File: config.mk
export PLATFORM = sky130hd
export DESIGN_NAME = pwm_dimmer_ramp_flat
export DESIGN_NICKNAME = d
export VERILOG_FILES = /design/src/rtl/core/pdr_pkg.sv /design/src/rtl/core/pdr_if.sv /design/src/rtl/core/pwm_dimmer_ramp.sv /design/src/flat_wrapper.sv
export VERILOG_INCLUDE_DIRS = /design/src /design/src/rtl/core
export SDC_FILE = /design/constraint.sdc
export NUM_CORES = 2
export LEC_CHECK = 0
export BUFFER_PORTS_ARGS = -buffer_cell sky130_fd_sc_hd__buf_2
export CAP_MARGIN = 40
export CORE_ASPECT_RATIO = 1.5
export CORE_UTILIZATION = 59
export CTS_CLUSTER_SIZE = 25
export DETAILED_ROUTE_END_ITERATION = 10
export PLACE_DENSITY = 0.79
export SLEW_MARGIN = 5
export SYNTH_ARGS = -nofsm -noshare
export SYNTH_HDL_FRONTEND = slang
export SYNTH_SLANG_ARGS = --single-unit
File: constraint.sdc
create_clock -name clk_i -period 9.71 [get_ports clk_i]
set_input_delay 0 -clock clk_i [delete_from_list [all_inputs] [get_ports clk_i]]
set_output_delay 0 -clock clk_i [all_outputs]
set_load 0.005 [all_outputs]
File: src/rtl/core/pwm_dimmer_ramp_macros.svh
// assertion macros for the pwm dimmer ramp
`ifndef PWM_DIMMER_RAMP_MACROS_SVH
`define PWM_DIMMER_RAMP_MACROS_SVH

`ifndef SYNTHESIS

// consequent must hold in the same cycle as the antecedent
`define PDR_ASSERT(label, ante, cons) \
  label: assert property (@(posedge clk_i) disable iff (!rst_ni) (ante) |-> (cons)) \
    else $error("pdr assertion failed");

// consequent must hold in the cycle after the antecedent
`define PDR_ASSERT_NEXT(label, ante, cons) \
  label: assert property (@(posedge clk_i) disable iff (!rst_ni) (ante) |=> (cons)) \
    else $error("pdr assertion failed");

`else

`define PDR_ASSERT(label, ante, cons)
`define PDR_ASSERT_NEXT(label, ante, cons)

`endif

`endif

File: src/rtl/core/pdr_pkg.sv
// shared types and constants for the pwm dimmer ramp
package pdr_pkg;

  localparam int LevelW       = 17;
  localparam int StepW        = 18;
  localparam int TickW        = 27;
  localparam int PctW         = 8;
  localparam int MsW          = 16;
  localparam int ScaleW       = 17;
  localparam int CfgIdxW      = 1;
  localparam int CfgDataW     = 17;

  // number of equal steps in one ramp, a power of two
  localparam int StepsPerRamp = 64;
  localparam int StepsW       = $clog2(StepsPerRamp + 1);

  localparam logic [LevelW-1:0] OneQ16     = LevelW'(65536);
  localparam logic [6:0]        PctMax     = 7'd100;

  typedef enum logic [CfgIdxW-1:0] {
    CfgOnIsHigh = 1'b0,
    CfgScale    = 1'b1
  } cfg_idx_e;

  typedef enum logic {
    OpSetLevel = 1'b0,
    OpTick     = 1'b1
  } op_e;

endpackage

File: src/rtl/core/pdr_if.sv
// handshake channels of the pwm dimmer ramp

interface pdr_cfg_if;
  import pdr_pkg::*;
  logic                valid;
  logic                ready;
  cfg_idx_e            idx;
  logic [CfgDataW-1:0] data;
  modport source (output valid, output idx, output data, input ready);
  modport sink   (input valid, input idx, input data, output ready);
endinterface

interface pdr_in_if;
  import pdr_pkg::*;
  logic            valid;
  logic            ready;
  op_e             op;
  logic [PctW-1:0] intensity;
  logic [MsW-1:0]  ramp_ms;
  modport source (output valid, output op, output intensity, output ramp_ms, input ready);
  modport sink   (input valid, input op, input intensity, input ramp_ms, output ready);
endinterface

interface pdr_out_if;
  import pdr_pkg::*;
  logic              valid;
  logic              ready;
  logic [LevelW-1:0] duty;
  logic              ramping;
  logic              duty_changed;
  modport source (output valid, output duty, output ramping, output duty_changed,
                  input ready);
  modport sink   (input valid, input duty, input ramping, input duty_changed,
                  output ready);
endinterface

File: src/rtl/core/pwm_dimmer_ramp.sv
// pwm dimmer ramp: percent intensity to q16 duty with an optional linear ramp
`include "pwm_dimmer_ramp_macros.svh"

// the block turns a 0..100 percent intensity into a q16 pwm duty (65536 is full on)
// and moves the duty there at once or along a linear ramp of 64 equal steps driven
// by microsecond tick items. a set item (op 0) is walked by the sequencer through
// fraction, scale multiply and state update, using one 17x17 multiplier for the
// scale; a tick item (op 1) goes straight to the state update. one item is worked
// on at a time and in_i.ready is high only while the sequencer is idle. every
// item yields exactly one result item; a registered output slot holds it, so the
// next item is taken while the result still waits, and the sequencer only stalls
// if a second result is ready before the first is taken. configuration writes
// (polarity, scale) are always accepted and should be made while no item is in
// flight. a ramped set does not touch the duty (duty_changed 0); each step updates
// it and the last step lands exactly on target.
module pwm_dimmer_ramp (
  input  logic      clk_i,
  input  logic      rst_ni,
  pdr_cfg_if.sink   cfg_i,
  pdr_in_if.sink    in_i,
  pdr_out_if.source out_o
);
  import pdr_pkg::*;

  typedef enum logic [2:0] {
    StIdle,
    StFrac,
    StScale,
    StSet,
    StTick,
    StEmit
  } state_e;

  state_e state_q;

  // configuration
  logic              on_is_high_q;
  logic [ScaleW-1:0] scale_q;

  // latched item
  logic [6:0]        pct_q;     // already clamped to 100
  logic [MsW-1:0]    ms_q;

  // datapath
  logic [LevelW-1:0] frac_q;
  logic [LevelW-1:0] cur_q;
  logic [LevelW-1:0] target_q;
  logic signed [StepW-1:0] step_q;
  logic [StepsW-1:0] steps_left_q;
  logic [TickW-1:0]  tick_cnt_q;
  logic [TickW-1:0]  interval_q;
  logic              ramp_q;
  logic              changed_q;

  // output slot
  logic              out_valid_q;
  logic [LevelW-1:0] out_duty_q;
  logic              out_ramping_q;
  logic              out_changed_q;

  // intensity fraction: (pct * 65536 + 50) / 100 as pct * 655 plus a small
  // reciprocal multiply for the remainder part (pct * 36 + 50) / 100
  logic [LevelW-1:0] frac_whole;
  logic [11:0]       frac_rem;
  logic [24:0]       frac_rem_prod;
  logic [LevelW-1:0] frac_c;

  assign frac_whole    = LevelW'(pct_q) * LevelW'(655);
  assign frac_rem      = 12'(pct_q) * 12'd36 + 12'd50;
  assign frac_rem_prod = 25'(frac_rem) * 25'd5243;
  assign frac_c        = frac_whole + LevelW'(frac_rem_prod >> 19);

  // scale multiplier: scale times fraction, rounded to nearest and saturated
  logic [33:0]       mul_p;
  logic [34:0]       mul_rnd;
  logic [18:0]       scaled;
  logic [LevelW-1:0] target_c;

  assign mul_p    = 34'(scale_q) * 34'(frac_q);
  assign mul_rnd  = 35'(mul_p) + 35'd32768;
  assign scaled   = mul_rnd[34:16];
  assign target_c = (scaled > 19'(OneQ16)) ? OneQ16 : scaled[LevelW-1:0];

  // ramp setup
  logic signed [StepW-1:0] diff_s;
  logic signed [StepW-1:0] step_c;
  logic [25:0]             ms_us;
  logic [TickW-1:0]        interval_raw;
  logic [TickW-1:0]        interval_c;

  assign diff_s       = $signed({1'b0, target_q}) - $signed({1'b0, cur_q});
  assign step_c       = StepW'(diff_s / StepsPerRamp);   // truncates toward zero
  assign ms_us        = 26'(ms_q) * 26'd1000;
  assign interval_raw = TickW'(ms_us / StepsPerRamp);
  assign interval_c   = (interval_raw == '0) ? TickW'(1) : interval_raw;

  // ramp step
  logic [TickW-1:0]   tick_inc;
  logic [StepsW-1:0]  steps_dec;
  logic signed [18:0] next_s;
  logic [LevelW-1:0]  next_sat;

  assign tick_inc  = tick_cnt_q + TickW'(1);
  assign steps_dec = (steps_left_q != '0) ? steps_left_q - StepsW'(1) : steps_left_q;
  assign next_s    = $signed({2'b00, cur_q}) + 19'(step_q);
  always_comb begin
    if (next_s < 0) begin
      next_sat = '0;
    end else if (next_s > $signed(19'(OneQ16))) begin
      next_sat = OneQ16;
    end else begin
      next_sat = next_s[LevelW-1:0];
    end
  end

  assign cfg_i.ready        = 1'b1;
  assign in_i.ready         = (state_q == StIdle);
  assign out_o.valid        = out_valid_q;
  assign out_o.duty         = out_duty_q;
  assign out_o.ramping      = out_ramping_q;
  assign out_o.duty_changed = out_changed_q;

  always_ff @(posedge clk_i or negedge rst_ni) begin
    if (!rst_ni) begin
      state_q       <= StIdle;
      on_is_high_q  <= 1'b1;
      scale_q       <= ScaleW'(65536);
      pct_q         <= '0;
      ms_q          <= '0;
      frac_q        <= '0;
      cur_q         <= '0;
      target_q      <= '0;
      step_q        <= '0;
      steps_left_q  <= '0;
      tick_cnt_q    <= '0;
      interval_q    <= '0;
      ramp_q        <= 1'b0;
      changed_q     <= 1'b0;
      out_valid_q   <= 1'b0;
      out_duty_q    <= '0;
      out_ramping_q <= 1'b0;
      out_changed_q <= 1'b0;
    end else begin
      if (cfg_i.valid) begin
        unique case (cfg_i.idx)
          CfgOnIsHigh: on_is_high_q <= cfg_i.data[0];
          CfgScale:    scale_q      <= cfg_i.data;
          default:     ;
        endcase
      end

      // result taken drains the output slot, unless a new result refills it
      if (out_valid_q && out_o.ready && (state_q != StEmit)) begin
        out_valid_q <= 1'b0;
      end

      unique case (state_q)
        StIdle: begin
          if (in_i.valid) begin
            pct_q   <= (in_i.intensity > PctW'(PctMax)) ? PctMax : in_i.intensity[6:0];
            ms_q    <= in_i.ramp_ms;
            state_q <= (in_i.op == OpTick) ? StTick : StFrac;
          end
        end
        StFrac: begin
          frac_q  <= on_is_high_q ? frac_c : OneQ16 - frac_c;
          state_q <= StScale;
        end
        StScale: begin
          target_q <= target_c;
          state_q  <= StSet;
        end
        StSet: begin
          if (ms_q == '0) begin
            // immediate jump to target
            cur_q        <= target_q;
            ramp_q       <= 1'b0;
            steps_left_q <= '0;
            tick_cnt_q   <= '0;
            step_q       <= '0;
            changed_q    <= 1'b1;
          end else begin
            step_q       <= step_c;
            steps_left_q <= StepsW'(StepsPerRamp);
            interval_q   <= interval_c;
            tick_cnt_q   <= '0;
            ramp_q       <= 1'b1;
            changed_q    <= 1'b0;
          end
          state_q <= StEmit;
        end
        StTick: begin
          changed_q <= 1'b0;
          if (ramp_q) begin
            if (tick_inc >= interval_q) begin
              tick_cnt_q   <= '0;
              steps_left_q <= steps_dec;
              changed_q    <= 1'b1;
              if (steps_dec == '0) begin
                // last step lands exactly on target
                cur_q  <= target_q;
                ramp_q <= 1'b0;
              end else begin
                cur_q <= next_sat;
              end
            end else begin
              tick_cnt_q <= tick_inc;
            end
          end
          state_q <= StEmit;
        end
        StEmit: begin
          if (!out_valid_q || out_o.ready) begin
            out_valid_q   <= 1'b1;
            out_duty_q    <= cur_q;
            out_ramping_q <= ramp_q;
            out_changed_q <= changed_q;
            state_q       <= StIdle;
          end
        end
        default: state_q <= StIdle;
      endcase
    end
  end

  // duty never leaves the q16 range
  `PDR_ASSERT(a_duty_range, 1'b1, cur_q <= OneQ16)
  // an active ramp always has a step left to take
  `PDR_ASSERT(a_ramp_steps, ramp_q, steps_left_q != '0)
  // tick counter stays below its interval while ramping
  `PDR_ASSERT(a_tick_bound, ramp_q, tick_cnt_q < interval_q)
  // an accepted item keeps the input closed in the next cycle
  `PDR_ASSERT_NEXT(a_busy_after_accept, in_i.valid && in_i.ready, !in_i.ready)

endmodule
File: src/flat_wrapper.sv
// flat-port wrapper written by rule: the top's interface ports become plain ports
module pwm_dimmer_ramp_flat import pdr_pkg::*;
  (clk_i, rst_ni, cfg_i_valid, cfg_i_idx, cfg_i_data, cfg_i_ready, in_i_valid, in_i_op, in_i_intensity, in_i_ramp_ms, in_i_ready, out_o_valid, out_o_duty, out_o_ramping, out_o_duty_changed, out_o_ready);
  pdr_cfg_if cfg_i_i ();
  pdr_in_if in_i_i ();
  pdr_out_if out_o_i ();
  input  logic clk_i;
  input  logic rst_ni;
  input wire logic [$bits(cfg_i_i.valid)-1:0] cfg_i_valid;
  input wire logic [$bits(cfg_i_i.idx)-1:0] cfg_i_idx;
  input wire logic [$bits(cfg_i_i.data)-1:0] cfg_i_data;
  output wire logic [$bits(cfg_i_i.ready)-1:0] cfg_i_ready;
  input wire logic [$bits(in_i_i.valid)-1:0] in_i_valid;
  input wire logic [$bits(in_i_i.op)-1:0] in_i_op;
  input wire logic [$bits(in_i_i.intensity)-1:0] in_i_intensity;
  input wire logic [$bits(in_i_i.ramp_ms)-1:0] in_i_ramp_ms;
  output wire logic [$bits(in_i_i.ready)-1:0] in_i_ready;
  output wire logic [$bits(out_o_i.valid)-1:0] out_o_valid;
  output wire logic [$bits(out_o_i.duty)-1:0] out_o_duty;
  output wire logic [$bits(out_o_i.ramping)-1:0] out_o_ramping;
  output wire logic [$bits(out_o_i.duty_changed)-1:0] out_o_duty_changed;
  input wire logic [$bits(out_o_i.ready)-1:0] out_o_ready;
  assign cfg_i_i.valid = cfg_i_valid;
  assign cfg_i_i.idx = cfg_i_idx;
  assign cfg_i_i.data = cfg_i_data;
  assign cfg_i_ready = cfg_i_i.ready;
  assign in_i_i.valid = in_i_valid;
  assign in_i_i.op = in_i_op;
  assign in_i_i.intensity = in_i_intensity;
  assign in_i_i.ramp_ms = in_i_ramp_ms;
  assign in_i_ready = in_i_i.ready;
  assign out_o_valid = out_o_i.valid;
  assign out_o_duty = out_o_i.duty;
  assign out_o_ramping = out_o_i.ramping;
  assign out_o_duty_changed = out_o_i.duty_changed;
  assign out_o_i.ready = out_o_ready;
  pwm_dimmer_ramp u_core (.clk_i(clk_i), .rst_ni(rst_ni), .cfg_i(cfg_i_i), .in_i(in_i_i), .out_o(out_o_i));
endmodule
Yosys cells after proc, flatten, opt, wreduce, memory -nomap -nowiden
Cells that the tools add are included.
W data, S select, Z words.
{"block": "op_classes", "multipliers": 5, "magnitude_cmp": 5, "reduce_logical": 21, "mux": 36, "n_addsub": 9, "n_eq_ne": 11, "n_bitwise": 3}
{"operator": "$mux W17", "count": 8}
{"operator": "$mux W27", "count": 2}
{"operator": "$pmux W27 S2", "count": 1}
{"operator": "$add A34 B16 Y35 const B", "count": 1}
{"operator": "$mux W7", "count": 5}
{"operator": "$mul A17 B17 Y34", "count": 1}
{"operator": "$pmux W17 S2", "count": 1}
{"operator": "$add A27 B1 Y27 const B", "count": 1}
{"operator": "$ge A27 B27 Y1", "count": 1}
{"operator": "$logic_not A27 Y1", "count": 1}
{"operator": "$mul A12 B13 Y25 const B", "count": 1}
{"operator": "$mul A16 B7 Y23 const B", "count": 1}
{"operator": "$mux W20", "count": 1}
{"operator": "$add A18 B18 Y19", "count": 1}
{"operator": "$gt A19 B17 Y1 const B", "count": 1}
{"operator": "$gt A19 B18 Y1 const B", "count": 1}
{"operator": "$lt A19 B1 Y1 const B", "count": 1}
{"operator": "$add A18 B1 Y18", "count": 1}
{"operator": "$mux W18", "count": 1}
{"operator": "$sub A17 B17 Y18", "count": 1}
{"operator": "$add A17 B6 Y17", "count": 1}
{"operator": "$mul A7 B10 Y17 const B", "count": 1}
{"operator": "$sub A17 B17 Y17 const A", "count": 1}
{"operator": "$logic_not A16 Y1", "count": 1}
{"operator": "other kinds (29)", "count": 54}
{"block": "totals", "output_inout_bits": 22, "in_bits": 48, "regBits": 196, "wordCells": 108}

Depth between registers and ports, before layout
{"block": "logic_depth", "ltp_word": 8, "depth_mapped": 42, "mapped_depth_nobuf": 42}

Worst setup path before layout
No wires, ideal clock.
{"block": "synth_timing", "path_kind": "reg2reg", "from": "register u_core.pct_q[0]", "to": "register u_core.frac_q[16]", "required_ns": 9.578, "slack_ns": -0.935, "t_arrival_ns": 10.514, "period_less_slack_ns": 10.645, "setup_ns": 0.132, "n_path_buf": 0, "path_stages_with_launch": 42, "path_cell_list": "dfrtp_1 > ha_1 > ha_1 > inv_1 > fa_1 > xnor2_1 > nand3b_1 > a21oi_1 > nand3_1 > xnor2_1 > fa_1 > inv_1 > fa_1 > fa_1 > inv_1 > fa_1 > fa_1 > ha_1 > [... 6 more ...] > a21oi_1 > o21bai_1 > xor2_1 > ha_1 > inv_1 > fa_1 > fa_1 > inv_1 > ha_1 > o21a_1 > a2111oi_0 > or3b_2 > a21oi_1 > o2111ai_1 > or4_1 > nor4_1 > xnor2_1 > o21ai_1"}
{"block": "synth_between", "elab_chain_len": 6, "elab_cells_between_ends": 7, "classes_between": "add/sub: 3; mul: 3; mux: 1"}
{"item": "from (decl)", "line_no": "pwm_dimmer_ramp.sv:41", "text": "logic [6:0] pct_q;"}
{"item": "from (signal assigned)", "line_no": "pwm_dimmer_ramp.sv:160", "text": "pct_q <= (in_i.intensity > PctW'(PctMax)) ? PctMax : in_i.intensity[6:0];"}
{"item": "$mul A7 B4 Y10", "line_no": "pwm_dimmer_ramp.sv:69", "text": "assign frac_rem = 12'(pct_q) * 12'd36 + 12'd50;"}
{"item": "$add A12 B6 Y12", "line_no": "pwm_dimmer_ramp.sv:69"}
{"item": "$mul A12 B13 Y25", "line_no": "pwm_dimmer_ramp.sv:70", "text": "assign frac_rem_prod = 25'(frac_rem) * 25'd5243;"}
{"item": "$add A17 B6 Y17 *", "line_no": "pwm_dimmer_ramp.sv:71", "text": "assign frac_c = frac_whole + LevelW'(frac_rem_prod >> 19);"}
{"item": "$sub A17 B17 Y17", "line_no": "pwm_dimmer_ramp.sv:166", "text": "frac_q <= on_is_high_q ? frac_c : OneQ16 - frac_c;"}
{"item": "$mux W17 *", "line_no": "pwm_dimmer_ramp.sv:166"}
{"item": "to (signal assigned)", "line_no": "pwm_dimmer_ramp.sv:166"}
{"item": "to (decl)", "line_no": "pwm_dimmer_ramp.sv:45", "text": "logic [LevelW-1:0] frac_q;"}
Every way passes the cells marked *; elsewhere a longest branch is shown, timed or not.
A chain may end at the register's enable or synchronous reset.

Worst setup path in the final report
{"block": "layout_timing", "from": "register u_core.pct_q[4]", "to": "register u_core.frac_q[15]"}
Same word-level chain as after synthesis.

==> implementation parameters <==
Parameter                              Value

GRT
  Antenna violations before repair ... 3
  Global-route total usage across every layer ... 29.9%
  Global route total overflow ... 0
  Via count of the first global-routing pass ... 23500
  Wire length of the first global-routing pass ... 111 mm
  Maximum number of pins on one net before global-route repair ... 66

Clock tree
  Number of buffers created by CTS ... 17
  Clock sinks ... 189
  Library cell used as clock root buffer ... sky130_fd_sc_hd__clkbuf_16
  Clock H-tree levels ... 4
  Clk_lat worst skew ... 460 ps
  Clock transition at the registers of the reported paths ... 80 ps
  Max clock buf depth ... 2
  CTS tree ... yes

Route
  DRT Wirelength ... 66.4 mm
  DR vias ... 21500
  Routed length on met3 ... 2.68 mm
  Number of vias per cell ... 5.90
  Antenna Nets Post-Route ... 0
  Sum of met2 wire segment lengths after detailed routing ... 36.3 mm
  1st-iter DRT viols ... 1108
  Remaining design rule violation count ... 0
  Highest metal used ... met4
  Wire length per cell after detailed routing ... 18.2 um
  Routed metal-1 wirelength ... 23.5 mm
  Length of the first detailed-routing pass in iterations ... 6

Finish
  Share of layout cells above drive strength 1 ... 11.6%
  Area Overhead vs Synth ... 11.5%
  Most common library cell in the layout ignoring fill and taps ... sky130_fd_sc_hd__inv_1
  Utilization of the core after routing ... 66.9%
  Cell Count, Final, Fillers Out ... 3646
  Top library cells by usage in the layout, fill and taps aside ... 450 x sky130_fd_sc_hd__inv_1, 371 x sky130_fd_sc_hd__nand2_1, 364 x sky130_fd_sc_hd__ha_1
  Post-layout net count ... 3805

Worst hold path
  Hold path depth ... 3
  Worst min-delay path class ... input pin to flip-flop

Yosys
  Instance count of the mapped netlist ... 2919
  Cell type with the largest total area after synthesis ... sky130_fd_sc_hd__fa_1
  Cell variety after synth ... 85
  Fraction of registers with async set or reset after synthesis ... 100%
  Warnings from Yosys ... 0
  Syn_area_per_cell ... 9.21 um^2
  Sequential fraction of the synthesis area ... 17.6%
  Synthesized Nets ... 3675
  EDFF count, synth ... 0
  Flip-flop and latch count after synthesis ... 189
  Synth area leaders ... sky130_fd_sc_hd__fa_1 25%, sky130_fd_sc_hd__ha_1 18%, sky130_fd_sc_hd__dfrtp_1 17%
  Post-Syn Area ... 26900 um^2
  Fraction of post-synthesis cell area in the top cell type by area ... 24.7%
  Top_reg_cell synth ... sky130_fd_sc_hd__dfrtp_1

Timing
  Hold violation total from the final report ... 0
  Minimum clock period after layout ... 10120 ps
  Crit share post-route ... 104%
  Transition time at the pin with the least slew margin ... 869 ps
  Maximum clock rate ... 98.8 MHz
  Setup tns final ... -1360 ps
  Max Transition Viols Final ... 0
  Clock Skews ... 17.8 ps
  RSZ-0062 raised after global routing ... true
  Endpoints failing setup ... 5
  Tightest slew margin relative to the limit ... 42.1%
  Final worst-path setup slack ... -410 ps

Floorplan
  Die Width ... 176 um
  Overall die height ... 263 um
  Area of the core region ... 44800 um^2
  Number of rows created at floorplan ... 95
  Die ar. ... 46400 um^2
  Count of pins on the block boundary ... 70
  Initial Util ... 60.0%

Worst setup path
  Critical path required time ... 10040 ps
  Length in cells of the worst reg-to-reg path ... 42
  Setup slack of the worst register-to-register path ... -410 ps
  CP bufs+invs ... 8
  Biggest fanout along the worst timing path ... 4
  Arr. time, crit path ... 10450 ps
  Count of cell instances traversed by the critical path ... 42
  Startpoint type of the worst setup path ... flip-flop
  Slowest cell on the critical path ... sky130_fd_sc_hd__fa_1
  CP delay by family, top ... adder cells
  Category of the worst setup path capture point ... flip-flop
  Max incr delay on CP ... 540 ps
  Worst setup path class ... flip-flop to flip-flop

Placed design
  Cell total after placement ... 3531
  Final estimated routing congestion in global placement ... 0.922
  DP Wirelength ... 50.8 mm
  Worst-case setup slack after placement ... -640 ps
  Port Buffers ... 68

Status
  Failing checks ... setup timing
  Status ... complete, but fails checks

Run
  Number of maximum-capacitance violations ... 0
==> routing by layer <==
layer | vias up | global-route usage, %
li1 | 9832 | -
met1 | 10700 | 32.0
met2 | 697 | 56.4
met3 | 282 | 3.21
met4 | 0 | 16.4
met5 | - | 0
==> final timing paths <==
check                                                      start                          endpoint
worst max-delay path                 u_core.pct_q[4]$_DFFE_PN0P_     u_core.frac_q[15]$_DFFE_PN0P_
worst min-delay path                                  in_i_valid     u_core.state_q[2]$_DFFE_PN0P_
worst max register to register       u_core.pct_q[4]$_DFFE_PN0P_     u_core.frac_q[15]$_DFFE_PN0P_
worst min register to register  u_core.out_o.duty[6]$_DFFE_PN0P_  u_core.out_o.duty[6]$_DFFE_PN0P_
max in group asynchronous                                 rst_ni    u_core.scale_q[16]$_DFFE_PN1P_
min in group asynchronous                                 rst_ni  u_core.out_o.duty[2]$_DFFE_PN0P_
==> what timing repair did <==
action                                  CTS  global route
resized for setup                        51            43
pin swaps                                51            58
hold buffers                             53             0
endpoints found under the hold margin    98             0
endpoints found under the setup margin    9             9
buffers inserted                         13            13
==> logic make-up after synthesis <==
kind of cell | after synthesis | share of synthesized area (%)
AOI/OAI and AO/OA | 486 | 12.1
xor gates and xnor gates | 132 | 4.30
adders and majority gates | 709 | 42.3
buffers and inverters | 569 | 8.12
DFF | 189 | 17.6
muxes | 29 | 1.20
other | 1 | 0.0140
and+or+nand+nor | 804 | 14.3
==> registers in the layout, summed over array words and instances, names as in the netlist, 3 cells and up <==
signal,count
u_core.tick_cnt_q,27
u_core.interval_q,20
u_core.step_q,18
u_core.cur_q,17
u_core.frac_q,17
u_core.out_o.duty,17
u_core.scale_q,17
u_core.target_q,17
u_core.ms_q,16
u_core.pct_q,7
u_core.steps_left_q,7
u_core.state_q,3
==> cell usage after synthesis (19+ instances only) <==
cell type                  count
sky130_fd_sc_hd__o21a_1       25
sky130_fd_sc_hd__xor2_1       53
sky130_fd_sc_hd__a21o_1       55
sky130_fd_sc_hd__inv_1       463
sky130_fd_sc_hd__ha_1        376
sky130_fd_sc_hd__a21oi_1      84
sky130_fd_sc_hd__nand2_1     374
sky130_fd_sc_hd__fa_1        332
sky130_fd_sc_hd__and2_1      120
sky130_fd_sc_hd__o21ai_0     156
sky130_fd_sc_hd__clkbuf_1     94
sky130_fd_sc_hd__xnor2_1      79
sky130_fd_sc_hd__nand4_1      24
sky130_fd_sc_hd__nor3_1       32
sky130_fd_sc_hd__nor2_1       93
sky130_fd_sc_hd__a22o_1       19
sky130_fd_sc_hd__dfrtp_1     187
sky130_fd_sc_hd__nand3_1      51
sky130_fd_sc_hd__mux2_2       25
==> metrics by stage <==
stage	area (um^2)	hold WS (ps)
after floorplan	27000	-296
after global placement	28100	-20.9
after global routing	30000	58.5
final	30000	30.0
after detailed placement	28200	-10.7
after CTS	29700	25.5
==> worst reg2reg max path: cells and delay by family (launching register included) <==
family	cells	cell delay, ps
fa+ha+maj	13	4990
simple gates	2	570
buf+inv	8	640
xor+xnor	5	1160
flops	1	430
compound gates	14	2220
==> cell type report <==
type                    instances  area [um^2]
fillers                      3343        14800
clock inverters                14          165
flip-flops and latches        189         4740
multi-input cells            2161        20500
inverters                     463         1740
clock buffers                  17          425
well taps                     582          728
diodes                          3         7.51
repair buffers                217         1680
Power is not shown: default switching activity piles up to over one toggle a cycle in this logic, so the estimate is an artifact.
